===== src/rtl/core/acl_pkg.sv =====
// Package for the adaptive concurrency limiter: widths, command codes,
// register indexes, reset values and the controller/datapath link types.
// No dependencies.
`timescale 1ns / 1ps

package acl_pkg;

  // Field widths
  localparam int LIMIT_W = 10;
  localparam int RATIO_W = 9;
  localparam int COUNT_W = 16;
  localparam int TIME_W  = 32;
  localparam int PCT_W   = 7;
  localparam int CFG_IDX_W  = 3;
  localparam int CFG_DATA_W = 16;

  // Derived datapath widths
  localparam int NUM_W  = COUNT_W + PCT_W;        // fails * 100
  localparam int DEN_W  = COUNT_W + PCT_W - 1;    // total shifted up by PCT_W - 1
  localparam int PROD_W = LIMIT_W + RATIO_W;      // limit * ratio
  localparam int SCALED_W = PROD_W - 8;           // floor(product / 256)
  localparam int DIV_STEPS = PCT_W;

  // Saturation points
  localparam logic [LIMIT_W-1:0] LIMIT_MAX   = 10'd1023;
  localparam logic [COUNT_W-1:0] SAMPLES_MAX = 16'd65535;
  localparam logic [NUM_W-1:0]   PCT_SCALE   = 23'd100;

  // Item commands
  localparam logic [1:0] CMD_CHECK   = 2'd0;
  localparam logic [1:0] CMD_START   = 2'd1;
  localparam logic [1:0] CMD_FINISH  = 2'd2;
  localparam logic [1:0] CMD_OUTCOME = 2'd3;

  // Register indexes
  localparam logic [CFG_IDX_W-1:0] REG_MAX_LIMIT   = 3'd0;
  localparam logic [CFG_IDX_W-1:0] REG_MIN_LIMIT   = 3'd1;
  localparam logic [CFG_IDX_W-1:0] REG_SLOW_RATIO  = 3'd2;
  localparam logic [CFG_IDX_W-1:0] REG_FAST_RATIO  = 3'd3;
  localparam logic [CFG_IDX_W-1:0] REG_SAMPLE_THR  = 3'd4;
  localparam logic [CFG_IDX_W-1:0] REG_WINDOW_SEC  = 3'd5;
  localparam logic [CFG_IDX_W-1:0] REG_KEEP_PCT    = 3'd6;
  localparam logic [CFG_IDX_W-1:0] REG_SLOW_PCT    = 3'd7;

  // Register reset values
  localparam logic [LIMIT_W-1:0] RST_MAX_LIMIT  = 10'd64;
  localparam logic [LIMIT_W-1:0] RST_MIN_LIMIT  = 10'd1;
  localparam logic [RATIO_W-1:0] RST_SLOW_RATIO = 9'd204;
  localparam logic [RATIO_W-1:0] RST_FAST_RATIO = 9'd128;
  localparam logic [COUNT_W-1:0] RST_SAMPLE_THR = 16'd10;
  localparam logic [COUNT_W-1:0] RST_WINDOW_SEC = 16'd3;
  localparam logic [PCT_W-1:0]   RST_KEEP_PCT   = 7'd10;
  localparam logic [PCT_W-1:0]   RST_SLOW_PCT   = 7'd40;

  typedef struct packed {
    logic [LIMIT_W-1:0] max_limit;
    logic [LIMIT_W-1:0] min_limit;
    logic [RATIO_W-1:0] slow_ratio;
    logic [RATIO_W-1:0] fast_ratio;
    logic [COUNT_W-1:0] sample_threshold;
    logic [COUNT_W-1:0] window_seconds;
    logic [PCT_W-1:0]   keep_percent;
    logic [PCT_W-1:0]   slow_percent;
  } cfg_regs_t;

  // Commands from controller to datapath
  typedef struct packed {
    logic load_in;
    logic exec;
    logic div_step;
    logic scale;
    logic raise;
    logic clamp;
    logic load_out;
  } ctl_cmd_t;

  // Status from datapath to controller
  typedef struct packed {
    logic close;
    logic pct_zero;
    logic pct_keep;
  } dp_status_t;

endpackage


===== src/rtl/core/acl_if.sv =====
// Channel interfaces of the adaptive concurrency limiter: item input,
// result output and register write. Depends on acl_pkg.
`timescale 1ns / 1ps

interface acl_in_if;
  logic       valid;
  logic       ready;
  logic [1:0] cmd;
  logic       success;
  logic [acl_pkg::TIME_W-1:0] now_seconds;

  modport source (output valid, cmd, success, now_seconds, input ready);
  modport sink   (input valid, cmd, success, now_seconds, output ready);
endinterface

interface acl_out_if;
  logic       valid;
  logic       ready;
  logic       may_pop;
  logic [acl_pkg::LIMIT_W-1:0] current_limit;
  logic [acl_pkg::LIMIT_W-1:0] in_flight;

  modport source (output valid, may_pop, current_limit, in_flight, input ready);
  modport sink   (input valid, may_pop, current_limit, in_flight, output ready);
endinterface

interface acl_cfg_if;
  logic valid;
  logic ready;
  logic [acl_pkg::CFG_IDX_W-1:0]  index;
  logic [acl_pkg::CFG_DATA_W-1:0] data;

  modport source (output valid, index, data, input ready);
  modport sink   (input valid, index, data, output ready);
endinterface


===== src/rtl/core/acl_datapath.sv =====
// Datapath of the adaptive concurrency limiter: registers, counters,
// window logic, shift-subtract percentage divider and limit scaling.
// Depends on acl_pkg; driven by acl_ctrl through ctl_cmd_t.
`timescale 1ns / 1ps

module acl_datapath (
  input  logic clk,
  input  logic rst,
  input  logic cfg_we,
  input  logic [acl_pkg::CFG_IDX_W-1:0]  cfg_index,
  input  logic [acl_pkg::CFG_DATA_W-1:0] cfg_data,
  input  logic [1:0] cmd,
  input  logic       success,
  input  logic [acl_pkg::TIME_W-1:0] now_seconds,
  input  acl_pkg::ctl_cmd_t   ctl,
  output acl_pkg::dp_status_t status,
  output logic may_pop,
  output logic [acl_pkg::LIMIT_W-1:0] current_limit,
  output logic [acl_pkg::LIMIT_W-1:0] in_flight
);

  acl_pkg::cfg_regs_t regs;

  logic [acl_pkg::LIMIT_W-1:0] limit_now;
  logic [acl_pkg::LIMIT_W-1:0] sends_active;
  logic [acl_pkg::COUNT_W-1:0] win_total;
  logic [acl_pkg::COUNT_W-1:0] win_fails;
  logic [acl_pkg::TIME_W-1:0]  win_start;
  logic                        win_open;

  // Latched item
  logic [1:0]                  item_cmd;
  logic                        item_success;
  logic [acl_pkg::TIME_W-1:0]  item_now;

  // Divider and scaling registers
  logic                        close_flag;
  logic [acl_pkg::NUM_W-1:0]   rem;
  logic [acl_pkg::DEN_W-1:0]   den_sh;
  logic [acl_pkg::PCT_W-1:0]   quo;
  logic [acl_pkg::PROD_W-1:0]  prod;

  // Window update terms
  logic [acl_pkg::COUNT_W-1:0] total_inc;
  logic [acl_pkg::COUNT_W-1:0] fails_inc;
  logic [acl_pkg::TIME_W-1:0]  start_eff;
  logic [acl_pkg::TIME_W-1:0]  elapsed;
  logic                        close_c;

  // Divider step terms
  logic                        div_ge;

  // Scaling terms
  logic [acl_pkg::RATIO_W-1:0]  ratio_sel;
  logic [acl_pkg::SCALED_W-1:0] scaled;
  logic [acl_pkg::SCALED_W-1:0] floored;

  // Window counters after this outcome, and the close decision
  always_comb begin
    total_inc = (win_total < acl_pkg::SAMPLES_MAX) ? win_total + 1'b1 : win_total;
    fails_inc = (!item_success && win_fails < acl_pkg::SAMPLES_MAX) ?
                win_fails + 1'b1 : win_fails;
    start_eff = win_open ? win_start : item_now;
    elapsed   = item_now - start_eff;
    close_c   = (total_inc >= regs.sample_threshold) ||
                ((item_now >= start_eff) &&
                 (elapsed > {{(acl_pkg::TIME_W-acl_pkg::COUNT_W){1'b0}}, regs.window_seconds}));
  end

  assign div_ge = (rem >= {1'b0, den_sh});

  // Pick the ratio from the percentage band; clamp the scaled limit
  always_comb begin
    ratio_sel = (quo <= regs.slow_percent) ? regs.slow_ratio : regs.fast_ratio;
    scaled    = prod[acl_pkg::PROD_W-1:8];
    floored   = (scaled < {1'b0, regs.min_limit}) ? {1'b0, regs.min_limit} : scaled;
  end

  assign status.close    = close_flag;
  assign status.pct_zero = (quo == '0);
  assign status.pct_keep = (quo <= regs.keep_percent);

  // Register writes and limiter state
  always_ff @(posedge clk) begin
    if (rst) begin
      regs.max_limit        <= acl_pkg::RST_MAX_LIMIT;
      regs.min_limit        <= acl_pkg::RST_MIN_LIMIT;
      regs.slow_ratio       <= acl_pkg::RST_SLOW_RATIO;
      regs.fast_ratio       <= acl_pkg::RST_FAST_RATIO;
      regs.sample_threshold <= acl_pkg::RST_SAMPLE_THR;
      regs.window_seconds   <= acl_pkg::RST_WINDOW_SEC;
      regs.keep_percent     <= acl_pkg::RST_KEEP_PCT;
      regs.slow_percent     <= acl_pkg::RST_SLOW_PCT;
      limit_now    <= acl_pkg::RST_MAX_LIMIT;
      sends_active <= '0;
      win_total    <= '0;
      win_fails    <= '0;
      win_start    <= '0;
      win_open     <= 1'b0;
      close_flag   <= 1'b0;
    end else begin
      // Decode register writes
      if (cfg_we) begin
        unique case (cfg_index)
          acl_pkg::REG_MAX_LIMIT:  regs.max_limit  <= cfg_data[acl_pkg::LIMIT_W-1:0];
          acl_pkg::REG_MIN_LIMIT:  regs.min_limit  <= cfg_data[acl_pkg::LIMIT_W-1:0];
          acl_pkg::REG_SLOW_RATIO: regs.slow_ratio <= cfg_data[acl_pkg::RATIO_W-1:0];
          acl_pkg::REG_FAST_RATIO: regs.fast_ratio <= cfg_data[acl_pkg::RATIO_W-1:0];
          acl_pkg::REG_SAMPLE_THR: regs.sample_threshold <= cfg_data;
          acl_pkg::REG_WINDOW_SEC: regs.window_seconds   <= cfg_data;
          acl_pkg::REG_KEEP_PCT:   regs.keep_percent <= cfg_data[acl_pkg::PCT_W-1:0];
          acl_pkg::REG_SLOW_PCT:   regs.slow_percent <= cfg_data[acl_pkg::PCT_W-1:0];
          default: ;
        endcase
      end

      // Apply the item to the counters and the window
      if (ctl.exec) begin
        close_flag <= 1'b0;
        case (item_cmd)
          acl_pkg::CMD_START: begin
            if (sends_active < acl_pkg::LIMIT_MAX) sends_active <= sends_active + 1'b1;
          end
          acl_pkg::CMD_FINISH: begin
            if (sends_active != '0) sends_active <= sends_active - 1'b1;
          end
          acl_pkg::CMD_OUTCOME: begin
            win_open   <= 1'b1;
            close_flag <= close_c;
            if (close_c) begin
              win_total <= '0;
              win_fails <= '0;
              win_start <= item_now;
            end else begin
              win_total <= total_inc;
              win_fails <= fails_inc;
              win_start <= start_eff;
            end
          end
          default: ;
        endcase
      end

      // Additive increase
      if (ctl.raise) begin
        if (limit_now != regs.max_limit && limit_now < acl_pkg::LIMIT_MAX)
          limit_now <= limit_now + 1'b1;
      end

      // Multiplicative decrease, floored at min and saturated
      if (ctl.clamp) begin
        if (limit_now != regs.min_limit) begin
          limit_now <= (floored > {1'b0, acl_pkg::LIMIT_MAX}) ?
                       acl_pkg::LIMIT_MAX : floored[acl_pkg::LIMIT_W-1:0];
        end else if (regs.min_limit == '0) begin
          limit_now <= acl_pkg::LIMIT_W'(1);
        end
      end
    end
  end

  // Payload registers: item latch, divider, product, result word
  always_ff @(posedge clk) begin
    if (ctl.load_in) begin
      item_cmd     <= cmd;
      item_success <= success;
      item_now     <= now_seconds;
    end

    // Load the divider with fails * 100 over the shifted total
    if (ctl.exec) begin
      rem    <= {{acl_pkg::PCT_W{1'b0}}, fails_inc} * acl_pkg::PCT_SCALE;
      den_sh <= {total_inc, {(acl_pkg::PCT_W-1){1'b0}}};
      quo    <= '0;
    end

    // One quotient bit per step
    if (ctl.div_step) begin
      if (div_ge) rem <= rem - {1'b0, den_sh};
      quo    <= {quo[acl_pkg::PCT_W-2:0], div_ge};
      den_sh <= den_sh >> 1;
    end

    if (ctl.scale) begin
      prod <= acl_pkg::PROD_W'(limit_now) * acl_pkg::PROD_W'(ratio_sel);
    end

    if (ctl.load_out) begin
      may_pop       <= (limit_now > sends_active);
      current_limit <= limit_now;
      in_flight     <= sends_active;
    end
  end

endmodule


===== src/rtl/core/acl_ctrl.sv =====
// Controller of the adaptive concurrency limiter: sequences one item
// through update, divide, decide and scale, and owns the handshakes.
// Depends on acl_pkg.
`timescale 1ns / 1ps

module acl_ctrl (
  input  logic clk,
  input  logic rst,
  input  logic in_valid,
  output logic in_ready,
  output logic out_valid,
  input  logic out_ready,
  input  acl_pkg::dp_status_t status,
  output acl_pkg::ctl_cmd_t   ctl
);

  typedef enum logic [2:0] {
    S_IDLE,
    S_EXEC,
    S_CHECK,
    S_DIV,
    S_DECIDE,
    S_CLAMP,
    S_DONE
  } state_t;

  state_t state;
  state_t state_next;
  logic [$clog2(acl_pkg::DIV_STEPS)-1:0] div_cnt;
  logic out_free;

  assign out_free = !out_valid || out_ready;
  assign in_ready = (state == S_IDLE);

  // Decode commands and next state
  always_comb begin
    ctl        = '0;
    state_next = state;
    unique case (state)
      S_IDLE: begin
        if (in_valid) begin
          ctl.load_in = 1'b1;
          state_next  = S_EXEC;
        end
      end
      S_EXEC: begin
        ctl.exec   = 1'b1;
        state_next = S_CHECK;
      end
      S_CHECK: begin
        state_next = status.close ? S_DIV : S_DONE;
      end
      S_DIV: begin
        ctl.div_step = 1'b1;
        if (div_cnt == ($clog2(acl_pkg::DIV_STEPS))'(acl_pkg::DIV_STEPS - 1))
          state_next = S_DECIDE;
      end
      S_DECIDE: begin
        if (status.pct_zero) begin
          ctl.raise  = 1'b1;
          state_next = S_DONE;
        end else if (status.pct_keep) begin
          state_next = S_DONE;
        end else begin
          ctl.scale  = 1'b1;
          state_next = S_CLAMP;
        end
      end
      S_CLAMP: begin
        ctl.clamp  = 1'b1;
        state_next = S_DONE;
      end
      S_DONE: begin
        if (out_free) begin
          ctl.load_out = 1'b1;
          state_next   = S_IDLE;
        end
      end
      default: state_next = S_IDLE;
    endcase
  end

  // State, step counter and result valid
  always_ff @(posedge clk) begin
    if (rst) begin
      state     <= S_IDLE;
      div_cnt   <= '0;
      out_valid <= 1'b0;
    end else begin
      state <= state_next;
      if (state == S_DIV) div_cnt <= div_cnt + 1'b1;
      else                div_cnt <= '0;
      if (ctl.load_out)   out_valid <= 1'b1;
      else if (out_ready) out_valid <= 1'b0;
    end
  end

  // An accepted word always moves on to the update step
  a_accept_exec: assert property (@(posedge clk) disable iff (rst)
    (in_valid && in_ready) |=> (state == S_EXEC))
    else $error("accepted word did not reach update step");

  // Loading the result register raises valid
  a_load_valid: assert property (@(posedge clk) disable iff (rst)
    ctl.load_out |=> out_valid)
    else $error("result load did not raise valid");

  // Never overwrite a result that is still waiting
  a_no_overwrite: assert property (@(posedge clk) disable iff (rst)
    ctl.load_out |-> (!out_valid || out_ready))
    else $error("result overwritten before taken");

  // Increase and decrease are never commanded together
  a_one_step: assert property (@(posedge clk) disable iff (rst)
    !(ctl.raise && (ctl.scale || ctl.clamp)))
    else $error("increase and decrease in one window");

  // Divider counter stays within the quotient width
  a_div_bound: assert property (@(posedge clk) disable iff (rst)
    (state == S_DIV) |->
      (div_cnt <= ($clog2(acl_pkg::DIV_STEPS))'(acl_pkg::DIV_STEPS - 1)))
    else $error("divider ran past its steps");

endmodule


===== src/rtl/core/adaptive_concurrency_limiter_unit.sv =====
// An item is taken in the idle state and passes the update and check states; a
// check, start, finish or outcome that keeps the window open then goes to done,
// which loads the result word; an outcome closing a window first runs the 7-step
// divider, the decision and any scaling. No new item is taken before the result
// word is loaded, and done waits while the previous word waits for the receiver.
// Reset (rst, synchronous): registers take their defaults, the limit becomes 64,
// counters clear and the window is closed; no clearing pass is needed.
`timescale 1ns / 1ps

module adaptive_concurrency_limiter_unit (
  input  logic clk,
  input  logic rst,
  acl_in_if.sink    item_in,
  acl_out_if.source result_out,
  acl_cfg_if.sink   cfg
);

  acl_pkg::ctl_cmd_t   ctl;
  acl_pkg::dp_status_t status;
  logic in_ready;
  logic out_valid;

  // Register writes are always taken
  assign cfg.ready      = 1'b1;
  assign item_in.ready  = in_ready;
  assign result_out.valid = out_valid;

  acl_ctrl u_ctrl (
    .clk       (clk),
    .rst       (rst),
    .in_valid  (item_in.valid),
    .in_ready  (in_ready),
    .out_valid (out_valid),
    .out_ready (result_out.ready),
    .status    (status),
    .ctl       (ctl)
  );

  acl_datapath u_datapath (
    .clk           (clk),
    .rst           (rst),
    .cfg_we        (cfg.valid),
    .cfg_index     (cfg.index),
    .cfg_data      (cfg.data),
    .cmd           (item_in.cmd),
    .success       (item_in.success),
    .now_seconds   (item_in.now_seconds),
    .ctl           (ctl),
    .status        (status),
    .may_pop       (result_out.may_pop),
    .current_limit (result_out.current_limit),
    .in_flight     (result_out.in_flight)
  );

endmodule

===== src/flat_wrapper.sv =====
// flat-port wrapper written by rule: the top's interface ports become plain ports
module adaptive_concurrency_limiter_unit_flat 
  (clk, rst, item_in_valid, item_in_cmd, item_in_success, item_in_now_seconds, item_in_ready, result_out_valid, result_out_may_pop, result_out_current_limit, result_out_in_flight, result_out_ready, cfg_valid, cfg_index, cfg_data, cfg_ready);
  acl_in_if item_in_i ();
  acl_out_if result_out_i ();
  acl_cfg_if cfg_i ();
  input  logic clk;
  input  logic rst;
  input wire logic [$bits(item_in_i.valid)-1:0] item_in_valid;
  input wire logic [$bits(item_in_i.cmd)-1:0] item_in_cmd;
  input wire logic [$bits(item_in_i.success)-1:0] item_in_success;
  input wire logic [$bits(item_in_i.now_seconds)-1:0] item_in_now_seconds;
  output wire logic [$bits(item_in_i.ready)-1:0] item_in_ready;
  output wire logic [$bits(result_out_i.valid)-1:0] result_out_valid;
  output wire logic [$bits(result_out_i.may_pop)-1:0] result_out_may_pop;
  output wire logic [$bits(result_out_i.current_limit)-1:0] result_out_current_limit;
  output wire logic [$bits(result_out_i.in_flight)-1:0] result_out_in_flight;
  input wire logic [$bits(result_out_i.ready)-1:0] result_out_ready;
  input wire logic [$bits(cfg_i.valid)-1:0] cfg_valid;
  input wire logic [$bits(cfg_i.index)-1:0] cfg_index;
  input wire logic [$bits(cfg_i.data)-1:0] cfg_data;
  output wire logic [$bits(cfg_i.ready)-1:0] cfg_ready;
  assign item_in_i.valid = item_in_valid;
  assign item_in_i.cmd = item_in_cmd;
  assign item_in_i.success = item_in_success;
  assign item_in_i.now_seconds = item_in_now_seconds;
  assign item_in_ready = item_in_i.ready;
  assign result_out_valid = result_out_i.valid;
  assign result_out_may_pop = result_out_i.may_pop;
  assign result_out_current_limit = result_out_i.current_limit;
  assign result_out_in_flight = result_out_i.in_flight;
  assign result_out_i.ready = result_out_ready;
  assign cfg_i.valid = cfg_valid;
  assign cfg_i.index = cfg_index;
  assign cfg_i.data = cfg_data;
  assign cfg_ready = cfg_i.ready;
  adaptive_concurrency_limiter_unit u_core (.clk(clk), .rst(rst), .item_in(item_in_i), .result_out(result_out_i), .cfg(cfg_i));
endmodule

===== config.mk =====
export PLATFORM = sky130hd
export DESIGN_NAME = adaptive_concurrency_limiter_unit_flat
export DESIGN_NICKNAME = d
export VERILOG_FILES = /design/src/rtl/core/acl_pkg.sv /design/src/rtl/core/acl_if.sv /design/src/rtl/core/acl_datapath.sv /design/src/rtl/core/acl_ctrl.sv /design/src/rtl/core/adaptive_concurrency_limiter_unit.sv /design/src/flat_wrapper.sv
export SDC_FILE = /design/constraint.sdc
export NUM_CORES = 1
export LEC_CHECK = 0
export BUFFER_PORTS_ARGS = -buffer_cell sky130_fd_sc_hd__buf_2
export CAP_MARGIN = 15
export CORE_AREA = 2 2 200 222
export DETAILED_ROUTE_END_ITERATION = 16
export DIE_AREA = 0 0 202 224
export GPL_ROUTABILITY_DRIVEN = 0
export HOLD_SLACK_MARGIN = 0.02
export PLACE_DENSITY_LB_ADDON = 0.25
export SKIP_LAST_GASP = 1
export SYNTH_ARGS = -nofsm -noshare
export SYNTH_HDL_FRONTEND = slang
export SYNTH_SLANG_ARGS = --single-unit

===== constraint.sdc =====
create_clock -name clk -period 8 [get_ports clk]
set_input_delay 0.8 -clock clk [delete_from_list [all_inputs] [get_ports clk]]
set_output_delay 0.8 -clock clk [all_outputs]
set_load 0.005 [all_outputs]

# --- Yosys cells after proc, flatten, opt, wreduce, memory -nomap -nowiden ---
# Index checks and enable logic that the tools add are counted.
classes:
  n_mul: 2
  addsub: 8
  mux: 45
  eq_ne: 24
  reduce_logical: 27
  magnitude_cmp: 13
  bitwise_logic: 1
ops:
  columns: ["operator", "count"]
  rows:
  - ["2-to-1 mux 10 bit", 8]
  - ["2-to-1 mux 23 bit", 3]
  - ["2-to-1 mux 16 bit", 4]
  - ["2-to-1 mux 32 bit", 2]
  - ["2-to-1 mux 21 bit", 2]
  - ["adder 16 x 1 -> 16 bit, second input constant", 2]
  - ["greater-or-equal comparator 32 bit", 1]
  - ["greater-than comparator 32 x 16 -> 1 bit", 1]
  - ["< comparator 16 bit, second input constant", 2]
  - ["subtractor 32 bit", 1]
  - ["== test 3 bit, second input constant", 8]
  - ["greater-or-equal comparator 23 x 22 -> 1 bit", 1]
  - ["subtractor 23 x 22 -> 23 bit", 1]
  - ["multiplier 16 x 5 -> 21 bit, second input constant", 1]
  - ["case mux 3 bit (7 select lines)", 1]
  - ["adder 10 x 1 -> 10 bit, second input constant", 2]
  - ["< comparator 10 bit, second input constant", 2]
  - ["!= test 10 bit", 2]
  - ["case mux 10 bit (2 select lines)", 1]
  - ["multiplier 10 x 9 -> 19 bit", 1]
  - ["AND reduction 2 bit", 9]
  - ["greater-or-equal comparator 16 bit", 1]
  - ["2-to-1 mux 3 bit", 5]
  - ["less-or-equal comparator 7 bit", 2]
  - ["27 further kinds", 57]
totals:
  in_bits: 59
  register_bits: 304

# --- Logic depth before layout (Yosys ltp) ---
# Gate-level depths: netlist of the first run.
depth:
  word_depth: 8
  depth_mapped: 27

# --- Cells and area by module ---
# From an unflattened synthesis of the first run, not the netlist that was laid out.
hier_totals:
  hier_cells: 2435
  area_unflattened_um2: 21433.1
modules_own_cells:
  columns: ["mod", "cells_each", "area_per_inst_um2", "seq_area_each_um2", "instances"]
  rows:
  - ["acl_datapath", 2384, 20998.9, 6736.5, 1]
  - ["acl_ctrl", 49, 422.9, 140.1, 1]
  - ["adaptive_concurrency_limiter_unit", 2, 11.3, 0.0, 1]

# --- Worst setup path after synthesis of the first run ---
# No wires, ideal clock.
synth_timing:
  path_type: "flip-flop to flip-flop"
  from: "register u_core.u_datapath.quo[1] in the netlist's numbering"
  to: "register u_core.u_datapath.prod[18] in the netlist's numbering, data pin"
  stages_incl_launch_ff: 24
  t_arrival_ps: 6241
  path_slack_ps: 1499
  setup_ps: 260
  n_path_buf: 1
  period_less_slack_ps: 6501
  path_cell_list: "edfxtp_1 > ha_1 > nor2b_1 > o211ai_1 > a21oi_1 > o22ai_1 > buf_1 > mux2i_1 > nand2b_1 > fa_1 > fa_1 > inv_1 > fa_1 > inv_1 > fa_1 > inv_1 > ha_1 > and3_1 > a211oi_1 > nor4b_1 > a311o_1 > or3_1 > a31oi_1 > xnor2_1"
synth_between:
  elab_chain_cells: 3
synth_lines:
  columns: ["element", "line", "text"]
  rows:
  - ["start, declared", "acl_datapath.sv:40", "logic [acl_pkg::PCT_W-1:0] quo;"]
  - ["start signal, assigned", "acl_datapath.sv:180", "quo <= {quo[acl_pkg::PCT_W-2:0], div_ge};"]
  - ["less-or-equal comparator 7 bit", "acl_datapath.sv:74", "ratio_sel = (quo <= regs.slow_percent) ? regs.slow_ratio : regs.fast_ratio;"]
  - ["2-to-1 mux 9 bit", "acl_datapath.sv:74", null]
  - ["multiplier 10 x 9 -> 19 bit", "acl_datapath.sv:185", "prod <= acl_pkg::PROD_W'(limit_now) * acl_pkg::PROD_W'(ratio_sel);"]
  - ["end signal, assigned", "acl_datapath.sv:185", null]
  - ["end, declared", "acl_datapath.sv:41", "logic [acl_pkg::PROD_W-1:0] prod;"]
# No other way between the ends.
# A chain may end at the register's enable or synchronous reset.

# --- Worst setup path in the final report of the first run ---
# Same ends and word-level chain as after synthesis.

==> qor.txt, run 1 <==
end of the critical path: u_core.u_datapath.prod[18]
critical path class: reg -> reg
worst path required time: 8280 ps
largest net degree at the start of global routing: 78
Post-Syn Instances: 2,419
fraction of synthesized area in multiplexers: 2.93%
DRT Wirelength: 51.0 mm
Crit path top cell by count: fa_1
fin crit share: 88.6%
share of layout cells above drive strength 1: 8.66%
VDD IR-drop max: 0.188 mV
final setup TNS: 0 ps
Critical Path End Type: register
Bufs on Longest Clock Path: 3
first-pass GRT wire length: 83.6 mm
post-synthesis simple-gate area fraction: 17.5%
GRT Total Usage: 22.6%
Syn Std Cell Area: 21,300 um2
drt drc: 0
Synth Area in Compound Gates: 15.8%
die outline width: 202 um
crit path from: u_core.u_datapath.quo[1]
max incr delay on CP: 790 ps
post-CTS setup buffers: 0
Power Density: 239 nW/um2
P_leak: 10.1 nW
clk slew on worst S/H paths: 60 ps
vias in the first global route: 16,599
antenna-violating nets left: 0
Layout area overhead: 9.61%
pre-CTS setup slack: 987 ps
clk sinks: 296
Layout Skew: 18.2 ps
Crit-path slowest cell: mux2i_1
Iter 0 DRT Violations: 1,013
detailed-router iteration count before antenna repair: 5
clk_lat worst skew: 540 ps
htree depth: 2
CTS tree: built
Max Cap Violations: 0
Worst Hold Class: in -> reg
drt wl/cell: 16.7 um
crit path cell chain: ha_1, nor2b_1, o211ai_1, a21oi_1, o22ai_1, buf_4, mux2i_1, nor2b_1, fa_1, fa_1, inv_1, fa_1, inv_1, fa_1, ha_1, nor4b_1, and3_1, a211oi_1, nor4b_1, a311o_1, or3_1, a31oi_1, xnor2_1
Synth Area in XOR/XNOR: 5.42%
total global routing overflow: 0
status: finished, final reports clean
via count: 16,967
Synth Register Bits: 296
Peak Freq: 141 MHz
Fin. Hold Viols: 0
Worst R2R Setup Slack: 910 ps
Synth Flop Type: dfxtp_1
most frequent cells in the layout: nand2_1 (289), inv_1 (246), ha_1 (220), dfxtp_1 (200), a21oi_1 (184)
initial antenna violation count: 4
Fillers: 3,923
core area: 42,900 um2
Slew HR: 26.3%
CTS Buf Count: 35
Setup WS post-layout: 909 ps
hpwl dp: 38.4 mm
post-layout min period: 7090 ps
Synth Warn #: 0
RSZ-0062 raised after global routing: false
Finish-stage setup viols: 0
Die ar.: 45,200 um2
PostCTS Resize Cnt: 0
CP startpoint kind: register
async set-reset flop share out of synthesis: 0%
Initial Utilization: 49.7%
Arr. time, crit path: 7370 ps
# rows: 80
# IOs: 83
post-synthesis adder-cell area fraction: 19.5%
syn_nets: 2,768
Die Span Y: 224 um
FF-to-FF End: u_core.u_datapath.prod[18]
sequential area share after synthesis: 32.2%
drt via density: 5.55
Reg2Reg Depth: 23
largest family of logic cells by synthesized area: adder cells
IO buf count: 81
commonest non-fill, non-tap cell in the layout: nand2_1
measured slew at the worst slew-check pin: 1100 ps
r2r startpoint: u_core.u_datapath.quo[1]
CP Max Fanout: 10
Yosys cell types: 82
final net count: 2,805
Slew Limit Fails: 0
CTS root buffer: clkbuf_16
Post-Syn Area per Cell: 8.82 um2
number of synthesized flops with an enable pin: 95
hold_buf cts: 0
-- worst max-delay path: cells and delay by family (launching register included) --
kind	cells	cell delay, ps
fa+ha+maj	6	2610
compound gates	6	1390
simple gates	6	1140
mux	1	790
flops	1	450
buf+inv	3	360
xor+xnor	1	80
-- power breakdown --
| group | switching [mW] | internal (mW) | total [mW] | leakage, nW |
|---|---|---|---|---|
| registers | 0.137 | 1.75 | 1.88 | 2.52 |
| clock network | 0.659 | 0.974 | 1.63 | 0.587 |
| logic | 1.22 | 0.845 | 2.07 | 7.02 |
| total | 2.02 | 3.56 | 5.58 | 10.1 |
-- Yosys cell counts (all sizes together), types with 12 or more instances --
cell | number | area [um2]
nor3 | 39 | 195
a211oi | 16 | 130
o21bai | 14 | 105
inv | 246 | 923
xnor2 | 80 | 701
mux2i | 59 | 591
a2111oi | 23 | 327
nor2b | 71 | 444
a22o | 34 | 298
and2 | 12 | 75.1
a31oi | 17 | 113
nand3 | 42 | 210
fa | 70 | 1400
nand4 | 43 | 275
and3 | 16 | 105
or3 | 13 | 81.3
nor2 | 177 | 664
dfxtp | 201 | 4020
xor2 | 52 | 455
a21o | 48 | 360
nand2 | 289 | 1080
o211ai | 13 | 97.6
nor4 | 20 | 146
edfxtp | 95 | 2850
nand2b | 40 | 250
o21ai | 72 | 360
clkbuf | 80 | 305
ha | 220 | 2750
a21oi | 185 | 930
buf | 26 | 175
-- stage by stage --
step	power, mW	hold WS, ps	instance area, um2	util (%)	instances
finish	5.58	429	23400	54.5	3059
global route	5.96	410	23400	54.4	3057
CTS	5.62	387	23400	54.4	3053
detailed placement	3.96	446	22200	51.6	2990
global placement	3.91	442	22200	51.6	2990
floorplan	3.48	432	21300	-	2419
-- registers in the layout, summed over array words and instances, names as in the netlist, 7 cells and up --
name and flops:
u_core.u_datapath.quo 7, u_core.u_datapath.sends_active 10, u_core.u_datapath.regs 84, u_core.u_datapath.win_start 32, u_core.u_datapath.limit_now 10, u_core.u_datapath.den_sh 22, u_core.u_datapath.prod 11, u_core.u_datapath.in_flight 10
u_core.u_datapath.rem 23, u_core.u_datapath.current_limit 10, u_core.u_datapath.item_now 32, u_core.u_datapath.win_total 16, u_core.u_datapath.win_fails 16
-- cell families after synthesis --
family	Yosys count
simple gates	788
xor+xnor	132
buf+inv	354
other cells	1
mux	62
flops	296
fa+ha+maj	290
compound gates	496
-- area by class of cell --
type | instances | area [um2] | share of cell area [%]
Timing Repair Buffer | 106 | 596 | 2.55
Sequential cell | 296 | 6880 | 29.4
Antenna cell | 3 | 7.51 | 0.0321
Clock inverter | 17 | 166 | 0.712
Clock buffer | 46 | 1020 | 4.37
Multi-Input combinational cell | 1769 | 13100 | 55.9
Inverter | 248 | 931 | 3.98
Tap cell | 574 | 718 | 3.07
-- how the worst min path moves through the flow --
stage	from	endpoint	slack [ps]	depth (start not counted)
2_1_floorplan	u_core.u_ctrl.div_cnt[0]	u_core.u_ctrl.div_cnt[0]	430	1
4_1_cts	item_in_now_seconds[8]	u_core.u_datapath.item_now[8]	390	1
6_report	item_in_now_seconds[26]	u_core.u_datapath.item_now[26]	430	1
3_5_place_dp	u_core.u_datapath.regs[48]	u_core.u_datapath.regs[48]	450	2
3_3_place_gp	u_core.u_ctrl.div_cnt[0]	u_core.u_ctrl.div_cnt[0]	440	1
5_1_grt	item_in_now_seconds[9]	u_core.u_datapath.item_now[9]	410	1
-- routing by layer --
layer  share of wire [%]  routed length, um  track usage [%]  up-vias
met5               0.025                 13                0        -
met4                 2.7               1370             7.57        2
met3                 4.0               2070             2.89       96
met2                  47              24100             38.3      356
met1                  46              23500             29.8     8057
li1                    -                  -                -     8456
Power figures use the tool's default switching activity.
==> inputs of run 2 (changes only) <==
- CELL_PAD_IN_SITES_DETAIL_PLACEMENT: default -> 0
- CELL_PAD_IN_SITES_GLOBAL_PLACEMENT: default -> 2
- CORE_AREA: 2 2 200 222 -> 2 2 224 248
- DIE_AREA: 0 0 202 224 -> 0 0 226 250
- GPL_TIMING_DRIVEN: default -> 0
==> qor.txt, run 2 (synthesis gave the netlist of run 1 again) <==
met3 wire len: 2.06 mm
post-route non-filler standard cell count: 3,299
Layout area overhead: 12.8%
status: finished, final reports clean
crit path cell chain: ha_1, nor2b_1, o211ai_1, a21oi_1, o22ai_1, buf_1, mux2i_2, nor2b_1, fa_1, fa_1, inv_1, fa_1, inv_1, fa_1, ha_1, nor4b_1, and3_1, a211oi_1, nor4b_1, a311o_1, or3_1, a31oi_1, xnor2_1
Fillers: 5,373
r2r startpoint: u_core.u_datapath.quo[1]
CTS Buf Count: 37
met2 wire length: 27.5 mm
first-pass GRT wire length: 93.8 mm
Internal: 3.74 mW
VDD IR-drop max: 0.173 mV
clk sinks: 296
Comb pwr share: 36.8%
post-layout min period: 7490 ps
# IOs: 83
Layout Skew: 34.5 ps
placed cells: 3,228
number of flip-flops in the largest register: 84
post-layout util: 44.4%
Slew HR: 29.8%
Tot Pwr: 5.88 mW
drt drc: 0
CP startpoint kind: register
uppermost layer routed: met5
Min-Delay Endpoint: u_core.u_datapath.item_now[9]
Sw Share: 36.3%
CTS root buffer: clkbuf_16
register area: 6880 um2
Iter 0 DRT Violations: 820
via count: 17,137
core area: 54,200 um2
hpwl dp: 44.9 mm
Clk pwr share: 31.5%
Crit path top cell by count: fa_1
max incr delay on CP: 710 ps
final setup TNS: 0 ps
Regs by FF count: u_core.u_datapath.regs x84, u_core.u_datapath.item_now x32, u_core.u_datapath.win_start x32
antenna-violating nets left: 0
fin crit share: 93.6%
Fin. Hold Viols: 0
initial antenna violation count: 2
die outline width: 226 um
Worst Hold Class: in -> reg
total global routing overflow: 0
WHS Path Cells: 1
CP Max Fanout: 10
DRT Wirelength: 57.8 mm
commonest non-fill, non-tap cell in the layout: nand2_1
RSZ-0062 raised after global routing: false
drt wl/cell: 17.5 um
detailed-router iteration count before antenna repair: 7
FF-to-FF End: u_core.u_datapath.prod[18]
CP Buf/Inv Count: 3
Bufs on Longest Clock Path: 3
Reg2Reg Depth: 23
Slew Limit Fails: 0
most frequent cells in the layout: nand2_1 (289), inv_1 (246), ha_1 (220), dfxtp_1 (201), a21oi_1 (184)
CTS tree: built
Peak Freq: 133 MHz
critical path class: reg -> reg
Arr. time, crit path: 7800 ps
P_leak: 10.3 nW
worst path required time: 8300 ps
hold_buf cts: 0
IO buf count: 71
Power Density: 244 nW/um2
pre-CTS setup slack: 371 ps
clk_lat worst skew: 570 ps
vias in the first global route: 17,337
final net count: 2,882
Finish-stage setup viols: 0
hold_sp: item_in_now_seconds[9]
CP top delay family: adder cells
Worst R2R Setup Slack: 510 ps
Max Cap Violations: 0
Biggest register: u_core.u_datapath.regs
Die ar.: 56,500 um2
clk slew on worst S/H paths: 60 ps
Critical Path End Type: register
GRT Total Usage: 20.9%
htree depth: 2
Flop pwr share: 31.7%
multi-input logic area: 13,100 um2
measured slew at the worst slew-check pin: 1050 ps
M1 WL: 26.8 mm
Setup WS post-layout: 508 ps
drt via density: 5.19
Initial Utilization: 39.4%
# rows: 90
Crit-path slowest cell: mux2i_2
Die Span Y: 250 um
sw power: 2.14 mW
largest net degree at the start of global routing: 38
share of layout cells above drive strength 1: 8.39%
## run 2: timing repair
item,in CTS,in global routing
gates resized for setup,0,6
endpoints found under the setup margin,0,1
hold endpoints to repair,0,0
buffers inserted,0,0
## run 2: worst reg2reg max path: stages (launching register included)
cell      delay [ps]
edfxtp_1         480
ha_1             330
nor2b_1          140
o211ai_1         150
a21oi_1           90
o22ai_1          250
buf_1            700
mux2i_2          720
nor2b_1          160
fa_1             480
fa_1             540
inv_1             50
fa_1             480
inv_1             60
fa_1             470
ha_1             330
nor4b_1          170
and3_1           200
a211oi_1         280
nor4b_1          120
a311o_1          410
or3_1            340
a31oi_1          210
xnor2_1           80
## run 2: worst max path at each step
stage | start | cells past startpoint | to | slack, ps
floorplan | u_core.u_datapath.quo[1] | 23 | u_core.u_datapath.prod[18] | 1500
global placement | u_core.u_datapath.quo[1] | 23 | u_core.u_datapath.prod[18] | 470
detailed placement | u_core.u_datapath.quo[5] | 23 | u_core.u_datapath.prod[18] | 370
CTS | u_core.u_datapath.quo[5] | 23 | u_core.u_datapath.prod[18] | 340
global route | u_core.u_datapath.quo[1] | 24 | u_core.u_datapath.prod[18] | 110
finish | u_core.u_datapath.quo[1] | 23 | u_core.u_datapath.prod[18] | 510
## run 2: layout make-up
cell class	instances	share of cell area, %
multi-input cells	1769	54.3
flip-flops and latches	296	28.6
clock buffers	39	3.96
inverters	248	3.87
well taps	736	3.83
plain buffers	106	2.00
repair buffers	75	1.77
clock inverters	29	1.66
diodes	1	0.0104
## run 2: through the flow
step / area, um2 / hold slack (ps)
global route: 24100 / 378
detailed placement: 22600 / 448
global placement: 22600 / 442
floorplan: 21300 / 432
finish: 24100 / 407
CTS: 24000 / 371
## run 2: power by group through the flow
stage,logic (mW),clock network [mW],registers (mW)
2_1_floorplan,1.63,0,1.86
3_3_place_gp,2.12,0,1.90
3_5_place_dp,2.15,0,1.90
4_1_cts,2.17,1.90,1.87
5_1_grt,2.45,1.95,1.89
6_report,2.16,1.85,1.87
## run 2: per-layer routing
layer  vias to the layer above  global-route usage, %
li1                       8593                      -
met1                      8193                   27.8
met2                       281                   35.2
met3                        68                   2.91
met4                         2                   5.83
met5                         -                      0
==> inputs of run 3 (changes only) <==
- CAP_MARGIN: 15 -> 30
- CTS_CLUSTER_SIZE: default -> 40
- PLACE_DENSITY_LB_ADDON: 0.25 -> 0.08
==> qor.txt, run 3 (synthesis gave the netlist of run 1 again) <==
post-layout min period: 7550 ps
post-CTS setup buffers: 0
Bufs on Longest Clock Path: 3
drt drc: 0
via count: 17,008
largest net degree at the start of global routing: 34
WHS: 415 ps
Die ar.: 56,500 um2
Tot Pwr: 5.67 mW
Fin. Hold Viols: 0
drt via density: 5.15
CP Max Fanout: 10
Slew Limit Fails: 0
Peak Freq: 132 MHz
RSZ-0062 raised after global routing: false
Setup WS post-layout: 453 ps
DRT Wirelength: 58.3 mm
GRT Total Usage: 20.8%
placed cells: 3,232
WHS Path Cells: 1
hold_buf cts: 0
core area: 54,200 um2
drt wl/cell: 17.6 um
Reg2Reg Depth: 23
antenna-violating nets left: 0
clk sinks: 296
die outline width: 226 um
number of flip-flops in the largest register: 84
status: finished, final reports clean
VDD IR-drop max: 0.177 mV
Worst Hold Class: in -> reg
critical path class: reg -> reg
total global routing overflow: 0
final net count: 2,885
register area: 6880 um2
CTS root buffer: clkbuf_16
Worst R2R Setup Slack: 450 ps
hpwl dp: 45.9 mm
clk slew on worst S/H paths: 60 ps
Fillers: 5,449
Iter 0 DRT Violations: 869
first-pass GRT wire length: 93.0 mm
Regs by FF count: u_core.u_datapath.regs x84, u_core.u_datapath.item_now x32, u_core.u_datapath.win_start x32
IO buf count: 71
Arr. time, crit path: 7840 ps
commonest non-fill, non-tap cell in the layout: nand2_1
most frequent cells in the layout: nand2_1 (289), inv_1 (246), ha_1 (220), dfxtp_1 (201), a21oi_1 (184)
PostCTS Resize Cnt: 0
post-layout util: 44.1%
Initial Utilization: 39.4%
final instance area: 23,900 um2
Layout Skew: 27.7 ps
pre-CTS setup slack: 304 ps
Layout area overhead: 11.9%
Die Span Y: 250 um
Critical Path End Type: register
CTS Buf Count: 37
r2r startpoint: u_core.u_datapath.quo[5]
htree depth: 2
Slew HR: 33.3%
multi-input logic area: 13,100 um2
Placement Cell Area: 22,700 um2
hold_sp: item_in_now_seconds[20]
Finish-stage setup viols: 0
post-route non-filler standard cell count: 3,301
Max Cap Violations: 0
measured slew at the worst slew-check pin: 992 ps
worst path required time: 8290 ps
initial antenna violation count: 1
vias in the first global route: 16,987
# rows: 90
share of layout cells above drive strength 1: 7.96%
Min-Delay Endpoint: u_core.u_datapath.item_now[20]
fin crit share: 94.3%
CTS tree: built
Biggest register: u_core.u_datapath.regs
# IOs: 83
P_leak: 10.2 nW
detailed-router iteration count before antenna repair: 5
Power Density: 237 nW/um2
clk_lat worst skew: 560 ps
CP startpoint kind: register
final setup TNS: 0 ps
FF-to-FF End: u_core.u_datapath.prod[18]
==> run 3: worst max path at each step <==
stage / startpoint / end / slack [ps] / cells past startpoint
2_1_floorplan: u_core.u_datapath.quo[1] / u_core.u_datapath.prod[18] / 1500 / 23
3_3_place_gp: u_core.u_datapath.quo[5] / u_core.u_datapath.prod[18] / 310 / 23
3_5_place_dp: u_core.u_datapath.quo[5] / u_core.u_datapath.prod[18] / 300 / 24
4_1_cts: u_core.u_datapath.quo[1] / u_core.u_datapath.prod[18] / 270 / 24
5_1_grt: u_core.u_datapath.quo[1] / u_core.u_datapath.prod[18] / 7 / 23
6_report: u_core.u_datapath.quo[5] / u_core.u_datapath.prod[18] / 450 / 23
==> run 3: worst max-delay path, stage by stage, from the launching register on <==
cell and delay [ps]:
edfxtp_1 480, ha_1 330, a21o_1 160, a21oi_1 130
inv_1 50, o22ai_1 270, buf_1 670, mux2i_2 670
nand2b_1 280, fa_1 440, fa_1 550, inv_1 60
fa_1 520, inv_1 50, fa_1 530, inv_1 40
ha_1 340, and3_1 180, a211oi_1 310, nor4b_1 150
a311o_1 420, or3_1 340, a31oi_1 220, xnor2_1 90
==> run 3: area by class of cell <==
cell class | count | area share (%)
buffer | 106 | 2.01
inverter | 248 | 3.90
clock inverter | 15 | 0.529
timing repair buffer | 78 | 1.83
antenna | 1 | 0.0105
tap | 736 | 3.86
clock buffer | 52 | 4.36
sequential | 296 | 28.8
multi-input combinational | 1769 | 54.7
==> run 3: layer usage <==
metal / GRT usage (%) / wire length, um / up-vias
li1: - / - / 8609
met1: 28.3 / 27800 / 8126
met2: 34.8 / 27500 / 201
met3: 2.55 / 1650 / 72
met4: 5.35 / 1330 / 0
met5: 0 / 0 / -
==> run 3: report_power, final <==
group          switching [mW]  total (mW)  internal, mW
Sequential              0.121        1.87          1.75
Clock                   0.683        1.63         0.947
Combinational            1.30        2.17         0.866
